===== config.mk =====
export PLATFORM = sky130hd
export DESIGN_NAME = pid_backcalc_antiwindup_unit
export DESIGN_NICKNAME = d
export VERILOG_FILES = /design/src/design/pbaw_pkg.sv /design/src/design/pbaw_sequencer.sv /design/src/design/pbaw_datapath.sv /design/src/design/pid_backcalc_antiwindup_unit.sv
export SDC_FILE = /design/constraint.sdc
export NUM_CORES = 2
export LEC_CHECK = 0
export CAP_MARGIN = 0
export CORE_MARGIN = 2
export CORE_UTILIZATION = 25
export CTS_CLUSTER_DIAMETER = 40
export DETAILED_ROUTE_END_ITERATION = 8
export DONT_BUFFER_PORTS = 1
export GPL_TIMING_DRIVEN = 0
export PLACE_DENSITY = 0.36
export SLEW_MARGIN = 20
export SYNTH_ARGS = -nofsm -noshare
export SYNTH_HDL_FRONTEND = slang
export SYNTH_SLANG_ARGS = --single-unit

===== constraint.sdc =====
create_clock -name clk -period 23.1 [get_ports clk]
set_input_delay 4.62 -clock clk [delete_from_list [all_inputs] [get_ports clk]]
set_output_delay 4.62 -clock clk [all_outputs]
set_load 0.05 [all_outputs]

===== src/design/pbaw_pkg.sv =====
package pbaw_pkg;

  // Fixed widths of the gain registers and of the controller state
  localparam int GAIN_W    = 24;
  localparam int INTEG_W   = 48;
  localparam int SDIFF_W   = 32;
  localparam int CFG_IDX_W = 2;

  // Shared multiplier: signed gain times a signed operand of up to 33 bits
  localparam int MUL_B_W  = 33;
  localparam int PROD_W   = GAIN_W + MUL_B_W;
  // Upper integrator half is weighted by 2^24
  localparam int HI_SHIFT = 24;
  // Accumulator, wide enough for gain_i * integrator with margin
  localparam int ACC_W    = 76;

  localparam int STEP_W = 4;

  // Configuration register indexes
  typedef enum logic [CFG_IDX_W-1:0] {
    REG_GAIN_P        = 2'd0,
    REG_GAIN_I        = 2'd1,
    REG_GAIN_D        = 2'd2,
    REG_GAIN_BACKCALC = 2'd3
  } cfg_reg_t;

  localparam logic signed [GAIN_W-1:0] GAIN_P_RESET        = 24'sd4653;
  localparam logic signed [GAIN_W-1:0] GAIN_I_RESET        = 24'sd5066;
  localparam logic signed [GAIN_W-1:0] GAIN_D_RESET        = -24'sd206602;
  localparam logic signed [GAIN_W-1:0] GAIN_BACKCALC_RESET = 24'sd1026222;

  // Step hold condition
  typedef enum logic [1:0] {
    WAIT_NONE = 2'd0,
    WAIT_IN   = 2'd1,
    WAIT_OUT  = 2'd2
  } wait_t;

  // Multiplier operand selects
  typedef enum logic [1:0] {
    A_KB = 2'd0,
    A_GI = 2'd1,
    A_GP = 2'd2,
    A_GD = 2'd3
  } a_sel_t;

  typedef enum logic [2:0] {
    B_SD = 3'd0,
    B_LO = 3'd1,
    B_HI = 3'd2,
    B_E  = 3'd3,
    B_DE = 3'd4
  } b_sel_t;

  // Accumulator operations
  typedef enum logic [2:0] {
    ACC_NOP   = 3'd0,
    ACC_LOAD  = 3'd1,
    ACC_ADD   = 3'd2,
    ACC_SET   = 3'd3,
    ACC_SHIFT = 3'd4
  } acc_op_t;

  // One control word
  typedef struct packed {
    wait_t   waitc;
    a_sel_t  a_sel;
    b_sel_t  b_sel;
    logic    prod_hi;
    acc_op_t acc_op;
    logic    integ_wr;
    logic    finish;
    logic    last;
  } ucode_t;

  // Sequencer to datapath
  typedef struct packed {
    ucode_t uw;
    logic   go;
  } seq_ctrl_t;

  // Microprogram for one control tick
  function automatic ucode_t ucode_rom(input logic [STEP_W-1:0] step);
    ucode_t w;
    w = '0;
    case (step)
      4'd0: begin
        // take sample, acc = integrator + error << F
        w.waitc  = WAIT_IN;
        w.acc_op = ACC_LOAD;
      end
      4'd1: begin
        w.a_sel  = A_KB;
        w.b_sel  = B_SD;
        w.acc_op = ACC_ADD;
      end
      4'd2: begin
        w.integ_wr = 1'b1;
      end
      4'd3: begin
        w.a_sel  = A_GI;
        w.b_sel  = B_LO;
        w.acc_op = ACC_SET;
      end
      4'd4: begin
        w.a_sel   = A_GI;
        w.b_sel   = B_HI;
        w.prod_hi = 1'b1;
        w.acc_op  = ACC_ADD;
      end
      4'd5: begin
        w.acc_op = ACC_SHIFT;
      end
      4'd6: begin
        w.a_sel  = A_GP;
        w.b_sel  = B_E;
        w.acc_op = ACC_ADD;
      end
      4'd7: begin
        w.a_sel  = A_GD;
        w.b_sel  = B_DE;
        w.acc_op = ACC_ADD;
      end
      4'd8: begin
        // clamp, publish result, update state
        w.waitc  = WAIT_OUT;
        w.finish = 1'b1;
        w.last   = 1'b1;
      end
      default: begin
        w.last = 1'b1;
      end
    endcase
    return w;
  endfunction

endpackage


===== src/design/pbaw_sequencer.sv =====
module pbaw_sequencer
  import pbaw_pkg::*;
(
  input  logic      clk,
  input  logic      rst,
  input  logic      in_valid,
  input  logic      out_free,
  output seq_ctrl_t ctrl
);

  logic [STEP_W-1:0] step;
  logic [STEP_W-1:0] step_next;
  ucode_t            uw;
  logic              go;

  // Control word lookup
  assign uw = ucode_rom(step);

  // A step holds until its wait condition is met
  always_comb begin
    case (uw.waitc)
      WAIT_IN:  go = in_valid;
      WAIT_OUT: go = out_free;
      default:  go = 1'b1;
    endcase
  end

  always_comb begin
    step_next = step;
    if (go) begin
      step_next = uw.last ? '0 : step + STEP_W'(1);
    end
  end

  always_ff @(posedge clk) begin
    if (rst) begin
      step <= '0;
    end else begin
      step <= step_next;
    end
  end

  assign ctrl.uw = uw;
  assign ctrl.go = go;

endmodule


===== src/design/pbaw_datapath.sv =====
module pbaw_datapath
  import pbaw_pkg::*;
#(
  parameter int SAMPLE_BITS        = 12,
  parameter int GAIN_FRACTION_BITS = 16
) (
  input  logic                   clk,
  input  logic                   rst,
  input  seq_ctrl_t              ctrl,
  input  logic                   cfg_we,
  input  logic [CFG_IDX_W-1:0]   cfg_index,
  input  logic [GAIN_W-1:0]      cfg_data,
  input  logic [SAMPLE_BITS-1:0] reference,
  input  logic [SAMPLE_BITS-1:0] measured,
  input  logic                   out_ready,
  output logic                   out_valid,
  output logic                   out_free,
  output logic [SAMPLE_BITS-1:0] drive,
  output logic [SAMPLE_BITS:0]   error_value,
  output logic                   saturated
);

  localparam int ERR_W = SAMPLE_BITS + 1;
  localparam int DE_W  = SAMPLE_BITS + 2;

  logic signed [GAIN_W-1:0]  gain_p;
  logic signed [GAIN_W-1:0]  gain_i;
  logic signed [GAIN_W-1:0]  gain_d;
  logic signed [GAIN_W-1:0]  gain_backcalc;

  logic signed [ERR_W-1:0]   err;
  logic signed [ERR_W-1:0]   prev_err;
  logic signed [DE_W-1:0]    err_diff;
  logic signed [INTEG_W-1:0] integ;
  logic signed [SDIFF_W-1:0] sdiff;
  logic signed [ACC_W-1:0]   acc;
  logic signed [ACC_W-1:0]   acc_next;

  logic signed [ERR_W-1:0]   err_in;
  logic signed [DE_W-1:0]    err_diff_in;
  logic signed [GAIN_W-1:0]  mul_a;
  logic signed [MUL_B_W-1:0] mul_b;
  logic signed [PROD_W-1:0]  prod;
  logic signed [ACC_W-1:0]   prod_ext;

  logic                      integ_pos;
  logic                      integ_neg;
  logic signed [INTEG_W-1:0] integ_sat;

  logic signed [ACC_W-1:0]   u;
  logic signed [ACC_W-1:0]   top;
  logic signed [ACC_W-1:0]   drive_wide;
  logic                      sat_now;
  logic signed [ACC_W:0]     diff;
  logic                      diff_pos;
  logic                      diff_neg;
  logic signed [SDIFF_W-1:0] sdiff_sat;

  logic                      step_go;

  assign step_go = ctrl.go;

  // Configuration writes
  always_ff @(posedge clk) begin
    if (rst) begin
      gain_p        <= GAIN_P_RESET;
      gain_i        <= GAIN_I_RESET;
      gain_d        <= GAIN_D_RESET;
      gain_backcalc <= GAIN_BACKCALC_RESET;
    end else if (cfg_we) begin
      case (cfg_reg_t'(cfg_index))
        REG_GAIN_P:        gain_p        <= cfg_data;
        REG_GAIN_I:        gain_i        <= cfg_data;
        REG_GAIN_D:        gain_d        <= cfg_data;
        REG_GAIN_BACKCALC: gain_backcalc <= cfg_data;
        default: ;
      endcase
    end
  end

  // Error and its difference from last tick
  assign err_in      = $signed({1'b0, reference}) - $signed({1'b0, measured});
  assign err_diff_in = DE_W'(err_in) - DE_W'(prev_err);

  // Shared multiplier operands
  always_comb begin
    case (ctrl.uw.a_sel)
      A_KB:    mul_a = gain_backcalc;
      A_GI:    mul_a = gain_i;
      A_GP:    mul_a = gain_p;
      A_GD:    mul_a = gain_d;
      default: mul_a = gain_p;
    endcase
  end

  always_comb begin
    case (ctrl.uw.b_sel)
      B_SD:    mul_b = MUL_B_W'(sdiff);
      B_LO:    mul_b = $signed({{(MUL_B_W-HI_SHIFT){1'b0}}, integ[HI_SHIFT-1:0]});
      B_HI:    mul_b = MUL_B_W'($signed(integ[INTEG_W-1:HI_SHIFT]));
      B_E:     mul_b = MUL_B_W'(err);
      B_DE:    mul_b = MUL_B_W'(err_diff);
      default: mul_b = '0;
    endcase
  end

  assign prod     = PROD_W'(mul_a) * PROD_W'(mul_b);
  assign prod_ext = ctrl.uw.prod_hi ? (ACC_W'(prod) <<< HI_SHIFT) : ACC_W'(prod);

  // Accumulator
  always_comb begin
    acc_next = acc;
    case (ctrl.uw.acc_op)
      ACC_LOAD:  acc_next = ACC_W'(integ) + (ACC_W'(err_in) <<< GAIN_FRACTION_BITS);
      ACC_ADD:   acc_next = acc + prod_ext;
      ACC_SET:   acc_next = prod_ext;
      ACC_SHIFT: acc_next = acc >>> GAIN_FRACTION_BITS;
      default:   acc_next = acc;
    endcase
  end

  always_ff @(posedge clk) begin
    if (step_go) begin
      acc <= acc_next;
    end
  end

  // Latch the tick's error terms
  always_ff @(posedge clk) begin
    if (step_go && ctrl.uw.acc_op == ACC_LOAD) begin
      err      <= err_in;
      err_diff <= err_diff_in;
    end
  end

  // Integrator saturation to 48 bits
  assign integ_pos = !acc[ACC_W-1] && (|acc[ACC_W-2:INTEG_W-1]);
  assign integ_neg = acc[ACC_W-1] && !(&acc[ACC_W-2:INTEG_W-1]);

  always_comb begin
    if (integ_pos) begin
      integ_sat = {1'b0, {(INTEG_W-1){1'b1}}};
    end else if (integ_neg) begin
      integ_sat = {1'b1, {(INTEG_W-1){1'b0}}};
    end else begin
      integ_sat = acc[INTEG_W-1:0];
    end
  end

  // Drive: floor to integer, then clamp
  assign u   = acc >>> GAIN_FRACTION_BITS;
  assign top = ACC_W'({SAMPLE_BITS{1'b1}});

  always_comb begin
    drive_wide = u;
    sat_now    = 1'b0;
    if (u < 0) begin
      drive_wide = '0;
      sat_now    = 1'b1;
    end else if (u > top) begin
      drive_wide = top;
      sat_now    = 1'b1;
    end
  end

  // Saturation difference clamped to 32 bits
  assign diff     = (ACC_W+1)'(drive_wide) - (ACC_W+1)'(u);
  assign diff_pos = !diff[ACC_W] && (|diff[ACC_W-1:SDIFF_W-1]);
  assign diff_neg = diff[ACC_W] && !(&diff[ACC_W-1:SDIFF_W-1]);

  always_comb begin
    if (diff_pos) begin
      sdiff_sat = {1'b0, {(SDIFF_W-1){1'b1}}};
    end else if (diff_neg) begin
      sdiff_sat = {1'b1, {(SDIFF_W-1){1'b0}}};
    end else begin
      sdiff_sat = diff[SDIFF_W-1:0];
    end
  end

  // Controller state
  always_ff @(posedge clk) begin
    if (rst) begin
      integ    <= '0;
      sdiff    <= '0;
      prev_err <= '0;
    end else if (step_go) begin
      if (ctrl.uw.integ_wr) begin
        integ <= integ_sat;
      end
      if (ctrl.uw.finish) begin
        sdiff    <= sdiff_sat;
        prev_err <= err;
      end
    end
  end

  // Output register
  assign out_free = !out_valid || out_ready;

  always_ff @(posedge clk) begin
    if (rst) begin
      out_valid <= 1'b0;
    end else if (step_go && ctrl.uw.finish) begin
      out_valid <= 1'b1;
    end else if (out_ready) begin
      out_valid <= 1'b0;
    end
  end

  always_ff @(posedge clk) begin
    if (step_go && ctrl.uw.finish) begin
      drive       <= drive_wide[SAMPLE_BITS-1:0];
      error_value <= err;
      saturated   <= sat_now;
    end
  end

endmodule


===== src/design/pid_backcalc_antiwindup_unit.sv =====
// PID controller with back-calculation anti-windup. Each input transaction
// carries a reference and a measured sample; exactly one output transaction
// follows with the clamped drive (0 .. 2^SAMPLE_BITS-1), the error
// (reference - measured, two's complement) and a flag in tuser that is set
// when the unclamped drive fell outside that range. The integrator (48 bits,
// saturating) adds the error plus gain_backcalc times last tick's clamped
// minus unclamped drive. Gains are signed 24-bit, GAIN_FRACTION_BITS fraction
// bits, written through cfg_we/cfg_index/cfg_data (0 gain_p, 1 gain_i, 2
// gain_d, 3 gain_backcalc) by the user only while the unit is idle; the unit
// does not enforce this. A nine-step microprogram drives a single 24 x 33
// bit multiplier and accumulator, at most one product per step. The next
// sample is taken while a finished result still waits in the output register.
module pid_backcalc_antiwindup_unit
  import pbaw_pkg::*;
#(
  parameter int SAMPLE_BITS        = 12,
  parameter int GAIN_FRACTION_BITS = 16
) (
  input  logic                    clk,
  input  logic                    rst,
  // configuration
  input  logic                    cfg_we,
  input  logic [CFG_IDX_W-1:0]    cfg_index,
  input  logic [GAIN_W-1:0]       cfg_data,
  // samples in
  input  logic                    s_tvalid,
  output logic                    s_tready,
  input  logic [((2 * SAMPLE_BITS + 7) / 8) * 8-1:0]     s_tdata,   // reference, measured
  // results out
  output logic                    m_tvalid,
  input  logic                    m_tready,
  output logic [((2 * SAMPLE_BITS + 1 + 7) / 8) * 8-1:0] m_tdata,   // drive, error_value
  output logic                    m_tuser    // saturated
);

  localparam int IN_W  = ((2 * SAMPLE_BITS + 7) / 8) * 8;
  localparam int OUT_W = ((2 * SAMPLE_BITS + 1 + 7) / 8) * 8;

  seq_ctrl_t              ctrl;
  logic                   out_free;
  logic [SAMPLE_BITS-1:0] drive;
  logic [SAMPLE_BITS:0]   error_value;

  pbaw_sequencer u_seq (
    .clk      (clk),
    .rst      (rst),
    .in_valid (s_tvalid),
    .out_free (out_free),
    .ctrl     (ctrl)
  );

  pbaw_datapath #(
    .SAMPLE_BITS        (SAMPLE_BITS),
    .GAIN_FRACTION_BITS (GAIN_FRACTION_BITS)
  ) u_dp (
    .clk         (clk),
    .rst         (rst),
    .ctrl        (ctrl),
    .cfg_we      (cfg_we),
    .cfg_index   (cfg_index),
    .cfg_data    (cfg_data),
    .reference   (s_tdata[SAMPLE_BITS-1:0]),
    .measured    (s_tdata[2*SAMPLE_BITS-1:SAMPLE_BITS]),
    .out_ready   (m_tready),
    .out_valid   (m_tvalid),
    .out_free    (out_free),
    .drive       (drive),
    .error_value (error_value),
    .saturated   (m_tuser)
  );

  // Sample taken in the microprogram's wait-for-input step
  assign s_tready = (ctrl.uw.waitc == WAIT_IN) && !rst;

  assign m_tdata = OUT_W'({error_value, drive});

endmodule

# Word-level counts from Yosys, hierarchy flattened
# Cells that the tools add are included.
[op_classes] add_sub_neg=6 multipliers=1 magnitude_cmp=2 eq_ne=24 muxes=21 bitwise=1 reduce_logical=35
[ops] cell="76-bit case mux with 4 select lines" n=1
[ops] cell="76-bit two-way mux" n=3
[ops] cell="33-bit case mux with 5 select lines" n=1
[ops] cell="48-bit two-way mux" n=2
[ops] cell="24-bit case mux with 4 select lines" n=1
[ops] cell="76-bit by 60-bit subtractor with 77-bit output" n=1
[ops] cell="76-bit adder" n=1
[ops] cell="32-bit two-way mux" n=2
[ops] cell="60-bit by 13-bit > comparator with 1-bit output (second input constant)" n=1
[ops] cell="60-bit by 1-bit less-than comparator with 1-bit output (second input constant)" n=1
[ops] cell="24-bit by 33-bit multiplier with 57-bit output" n=1
[ops] cell="48-bit by 29-bit adder with 49-bit output" n=1
[ops] cell="45-bit AND reduction" n=1
[ops] cell="45-bit OR reduction" n=1
[ops] cell="28-bit AND reduction" n=1
[ops] cell="28-bit OR reduction" n=1
[ops] cell="5-bit case mux with 4 select lines" n=1
[ops] cell="4-bit by 3-bit equality test with 1-bit output (second input constant)" n=4
[ops] cell="2-bit AND reduction" n=7
[ops] cell="13-bit by 13-bit subtractor with 14-bit output" n=1
[ops] cell="12-bit by 12-bit subtractor with 13-bit output" n=1
[ops] cell="3-bit by 2-bit equality test with 1-bit output (second input constant)" n=4
[ops] cell="3-bit case mux with 4 select lines" n=1
[ops] cell="2-bit equality test (second input constant)" n=5
[ops] cell="other kinds (24)" n=46
[word_totals] reg_bits=323 output_inout_bits=35 word_cells=106

# Logic depth before layout (Yosys ltp)
[depth] depth_word=9 mapped_depth=56 mapped_depth_nobuf=51

# Modules after synthesis
# From an unflattened synthesis, not the netlist that was laid out.
[hier_totals] cells_unflattened=6420 hier_area_um2=53256.1
[modules_own_cells] module="pbaw_datapath" instances=1 cells_per_inst=6348 area_per_inst_um2=52718.1 seq_area_each_um2=7677.4
[modules_own_cells] module="pbaw_sequencer" instances=1 cells_per_inst=63 area_per_inst_um2=469.2 seq_area_each_um2=80.1
[modules_own_cells] module="pid_backcalc_antiwindup_unit" instances=1 cells_per_inst=9 area_per_inst_um2=68.8 seq_area_each_um2=0.0

# Worst setup path after synthesis
# Ideal clock, no wire load.
[synth_timing] path_kind="register to register" startpoint="register u_seq.step[0]" endpoint="register u_dp.acc[75], data pin" setup_ns=0.131 arrival_ns=12.058 slack_ns=10.911 stages_incl_launch_ff=51 synth_period_minus_slack_ns=12.189 path_cell_list="dfxtp_1 inv_1 ha_1 clkbuf_1 and3_1 nor2_1 and2_1 clkbuf_1 clkbuf_1 a221o_1 clkbuf_1 clkbuf_1 nand2_1 fa_1 inv_1 fa_1 inv_1 fa_1 (+15 left out) a21o_1 a311o_1 a21oi_1 xnor2_1 mux2_2 ha_1 a21oi_1 o21ai_0 a21oi_1 o21ai_0 a31oi_1 o31ai_2 a2111oi_0 nor4_1 a221o_1 a211oi_1 mux4_2 nand2_1"
[synth_between] elab_chain_cells=8 word_cells_on_any_way=30 classes_between="add/sub: 1; mul: 1; eq/ne: 17; mux: 7; reduce/logical: 4"
[synth_lines] item="from (decl)" line="pbaw_sequencer.sv:11" text="logic [STEP_W-1:0] step;"
[synth_lines] item="from (signal assigned)" line="pbaw_sequencer.sv:39" text="step <= step_next;"
[synth_lines] item="4-bit by 3-bit equality test with 1-bit output / 4-bit by 2-bit equality test with 1-bit output (equally long branches)" line="pbaw_pkg.sv:86" text="case (step)"
[synth_lines] item="5-bit case mux with 4 select lines" line="pbaw_pkg.sv:86"
[synth_lines] item="3-bit equality test, or another cell as far along" line="pbaw_datapath.sv:97" text="case (ctrl.uw.b_sel)"
[synth_lines] item="33-bit case mux with 5 select lines / 24-bit case mux with 4 select lines (equally long branches)" line="pbaw_datapath.sv:97, pbaw_datapath.sv:87"
[synth_lines] item="24-bit by 33-bit multiplier with 57-bit output" line="pbaw_datapath.sv:107" text="assign prod = PROD_W'(mul_a) * PROD_W'(mul_b);"
[synth_lines] item="76-bit two-way mux" line="pbaw_datapath.sv:108" text="assign prod_ext = ctrl.uw.prod_hi ? (ACC_W'(prod) <<< HI_SHIFT) : ACC_W'(prod);"
[synth_lines] item="76-bit adder" line="pbaw_datapath.sv:115" text="ACC_ADD: acc_next = acc + prod_ext;"
[synth_lines] item="76-bit case mux with 4 select lines (*)" line="pbaw_datapath.sv:113" text="case (ctrl.uw.acc_op)"
[synth_lines] item="via u_dp.acc_next[75]" line="pbaw_datapath.sv:37" text="logic signed [ACC_W-1:0] acc_next;"
[synth_lines] item="to (signal assigned)" line="pbaw_datapath.sv:124" text="acc <= acc_next;"
[synth_lines] item="to (decl)" line="pbaw_datapath.sv:36" text="logic signed [ACC_W-1:0] acc;"
# The timed path passes the listed nets; every way through them passes the cells marked *.
# A chain may end at the register's enable or synchronous reset.

# Worst setup path after layout
[layout_timing] startpoint="register u_seq.step[1]" endpoint="register u_dp.acc[75], data pin"
# Same word-level chain as after synthesis.

==> impl_results.md <==
- Synth warnings: 0
- CP bufs+invs: 7
- CTS Buf Count: 68
- Worst path arrival time: 18.63 ns
- Post-route setup TNS: 0 ns
- Flop pwr share: 0.191
- Number of nets with antenna violations after routing: 0
- CP required: 23.61 ns
- Sink Count: 323
- Max FO, Critical Path: 10
- CTS resizes: 0
- Fmax: 55.2 MHz
- Vias per Instance: 4.97
- Worst slack at placement: 5.18 ns
- Hold EP: u_dp.gain_p[18]
- Clk pwr share: 0.182
- Sw Pwr: 3.14 mW
- Power share of the combinational group: 0.627
- RSZ-0062 raised after global routing: false
- Initial antenna violation count: 10
- Drt wl/cell: 26.8 um
- Die X: 463 um
- Finished Cell Area: 0.0601 mm2
- Syn_area_per_cell: 8.16 um2
- PwrDens: 94.4 mW/mm2
- Routed wl met2: 114 mm
- Via count: 47200
- Int Power: 2.54 mW
- Worst setup margin: 4.97 ns
- Final worst-path cycle share: 0.785
- Top cells by area, synth: fa_1, ha_1, nand2_1
- Fin nets: 7847
- Top cell type by total area after synthesis: fa_1
- Worst reg2reg path endpoint: u_dp.acc[75]
- CP Class: register to register
- Cells after Synth: 6464
- First-pass GRT wire length: 363 mm
- Pleak: 27.5 nW
- Seq cells post-synth: 323
- Endpoints failing hold: 0
- Die area: 0.215 mm2
- Commonest cells after routing, fill and taps aside: nand2_1, inv_1, fa_1
- DRC violations left: 0
- Number of synthesized flops with an enable pin: 129
- Post-CTS Hold Fix Bufs: 0
- Syn-to-layout area delta: 13.9%
- Placed cell areas: 0.0577 mm2
- Minimum clock period: 18.13 ns
- HPWL after DPL: 216 mm
- I/O pins: 90
- Top Family by Delay on Critical Path: adder cells
- Reg2Reg Depth: 46
- Hold Worst Slack: 0.451 ns
- Total track usage: 0.235
- Highest metal used: met4
- Total gr overflow: 0
- Hold WC Path Type: register to register
- Metal3 WL: 12.9 mm
- Post-synth top area share: 0.302
- CTS clk-pin slew, worst paths: 0.06 ns
- Asr flop ratio synth: 0
- Site Rows: 168
- Status: finished clean
- DR iter-0 viols: 4114
- Most used cell, CP: fa_1
- CTS tree: built
- Worst-Skew Late Latency: 0.69 ns
- Seq/Total Area, Yosys: 0.147
- Share of cells above drive strength 1: 0.0426
- Critical Path Start Type: register
- Placed insts: 9373
- Worst Clk Skew: 0.0808 ns
- Largest net degree at the start of global routing: 30
- Starting density of the core: 0.252
- Max_slew headroom: 0.180
- Slowest cell on crit path: clkbuf_1
- Post-CTS setup buffers: 0
- Port Buffer Count: 0
- Non-filler cells, final: 9497
- Unique masters post-synth: 86
- Reg2reg setup slack: 4.97 ns
- Primary FF master, synth: dfxtp_1
- Placer Congestion: 0.926
- IR drop worst, VDD: 0.0000849 V
- Commonest non-fill, non-tap cell in the layout: nand2_1
- Hold depth: 2
- Number of global-route vias before repair: 47800
- CP peak stage delay: 0.87 ns
- CTS root buf: clkbuf_16
- Crit end category: register
- Hold path start: u_dp.gain_p[18]
- Worst-Margin Slew: 1.23 ns
- Detailed Routing Iterations Pass 1: 6
- Worst path depth: 46
- Met1 Wirelength: 119 mm
- Core ar.: 0.210 mm2
- Die H: 463 um
- Max Cap Viol: 0
- Crit path from: u_seq.step[1]
- Sw Share: 0.553
- Tot Pwr: 5.67 mW
- DRT Wirelength: 255 mm
- Final core occ: 0.287
- Max Root-Sink Buffers: 3
- # H-tree levels: 3
- Count of final setup violators: 0
- Max-slew violations: 0
- Post-Syn Area: 0.0527 mm2
- RR Startpoint: u_seq.step[1]
[worst min-delay path, delay by kind of cell, from the launching register on]
family	cells	cell delay, ns
AO/OA/AOI/OAI	1	0.05
flip-flops	1	0.30
AND/OR/NAND/NOR	1	0.05
[state kept, by name, indices dropped and copies added (netlist names)]
register,cells
u_dp.gain_d,24
u_dp.sdiff,32
u_dp.integ,48
u_dp.error_value,13
u_dp.out_valid,1
u_seq.step,4
u_dp.err,13
u_dp.saturated,1
u_dp.drive,12
u_dp.gain_i,24
u_dp.err_diff,14
u_dp.gain_backcalc,24
u_dp.gain_p,24
u_dp.acc,76
u_dp.prev_err,13
[layout make-up]
class / count / area [um2]
clock buffers: 83 / 1830
fillers: 22800 / 149000
multi-input cells: 4872 / 40700
flip-flops and latches: 323 / 7760
plain buffers: 314 / 1240
diodes: 2 / 5.00
clock inverters: 39 / 566
well taps: 2805 / 3510
repair buffers: 51 / 682
inverters: 1008 / 3780
[how the worst max path moves through the flow]
stage	slack (ns)	end
global placement	4.32	u_dp.acc[75]
finish	4.97	u_dp.acc[75]
detailed placement	5.18	u_dp.acc[75]
CTS	5.09	u_dp.acc[75]
global route	4.50	u_dp.acc[75]
floorplan	10.91	u_dp.acc[75]
[cell families (layout without fill, tap and decap cells)]
kind of cell,count (synthesis),after routing,share of synthesized area
AO/OA/AOI/OAI,1349,1349,0.162
XOR/XNOR,216,216,0.0359
multiplexers,15,15,0.00313
AND/OR/NAND/NOR,2084,2084,0.170
flip-flops,323,323,0.147
other,1,56,0.0000711
buffers and inverters,1322,1495,0.0949
adder cells (fa/ha/maj),1154,1154,0.387
[power by group through the flow]
stage,clock network [mW],registers (mW),logic [mW]
2_1_floorplan,0,0.925,2.11
3_3_place_gp,0,1.13,3.37
3_5_place_dp,0,1.09,3.45
4_1_cts,1.05,1.08,3.48
5_1_grt,1.08,1.08,3.83
6_report,1.03,1.08,3.56
[layer usage]
| layer | vias up | GRT usage |
|---|---|---|
| met5 | - | 0 |
| li1 | 21300 | - |
| met4 | 0 | 0.0728 |
| met2 | 1413 | 0.369 |
| met3 | 272 | 0.0242 |
| met1 | 24100 | 0.337 |
[synth_stat cells (19+ instances only)]
cell and number:
a21o_1 161, a21oi_1 466, a221o_1 37, a221oi_1 30
a222oi_1 19, a22oi_1 23, a31oi_1 35, and2_1 46
and3_1 40, buf_1 20, clkbuf_1 277, dfxtp_1 194
edfxtp_1 129, fa_1 795, ha_1 359, inv_1 1008
nand2_1 1057, nand2b_1 46, nand3_1 72, nand3b_1 46
nand4_1 53, nor2_1 552, nor2b_1 26, nor3_1 60
nor4_1 27, o21a_1 74, o21ai_0 265, o21bai_1 51
o22ai_1 19, xnor2_1 123, xor2_1 93
(Power assumes the default switching activity.)
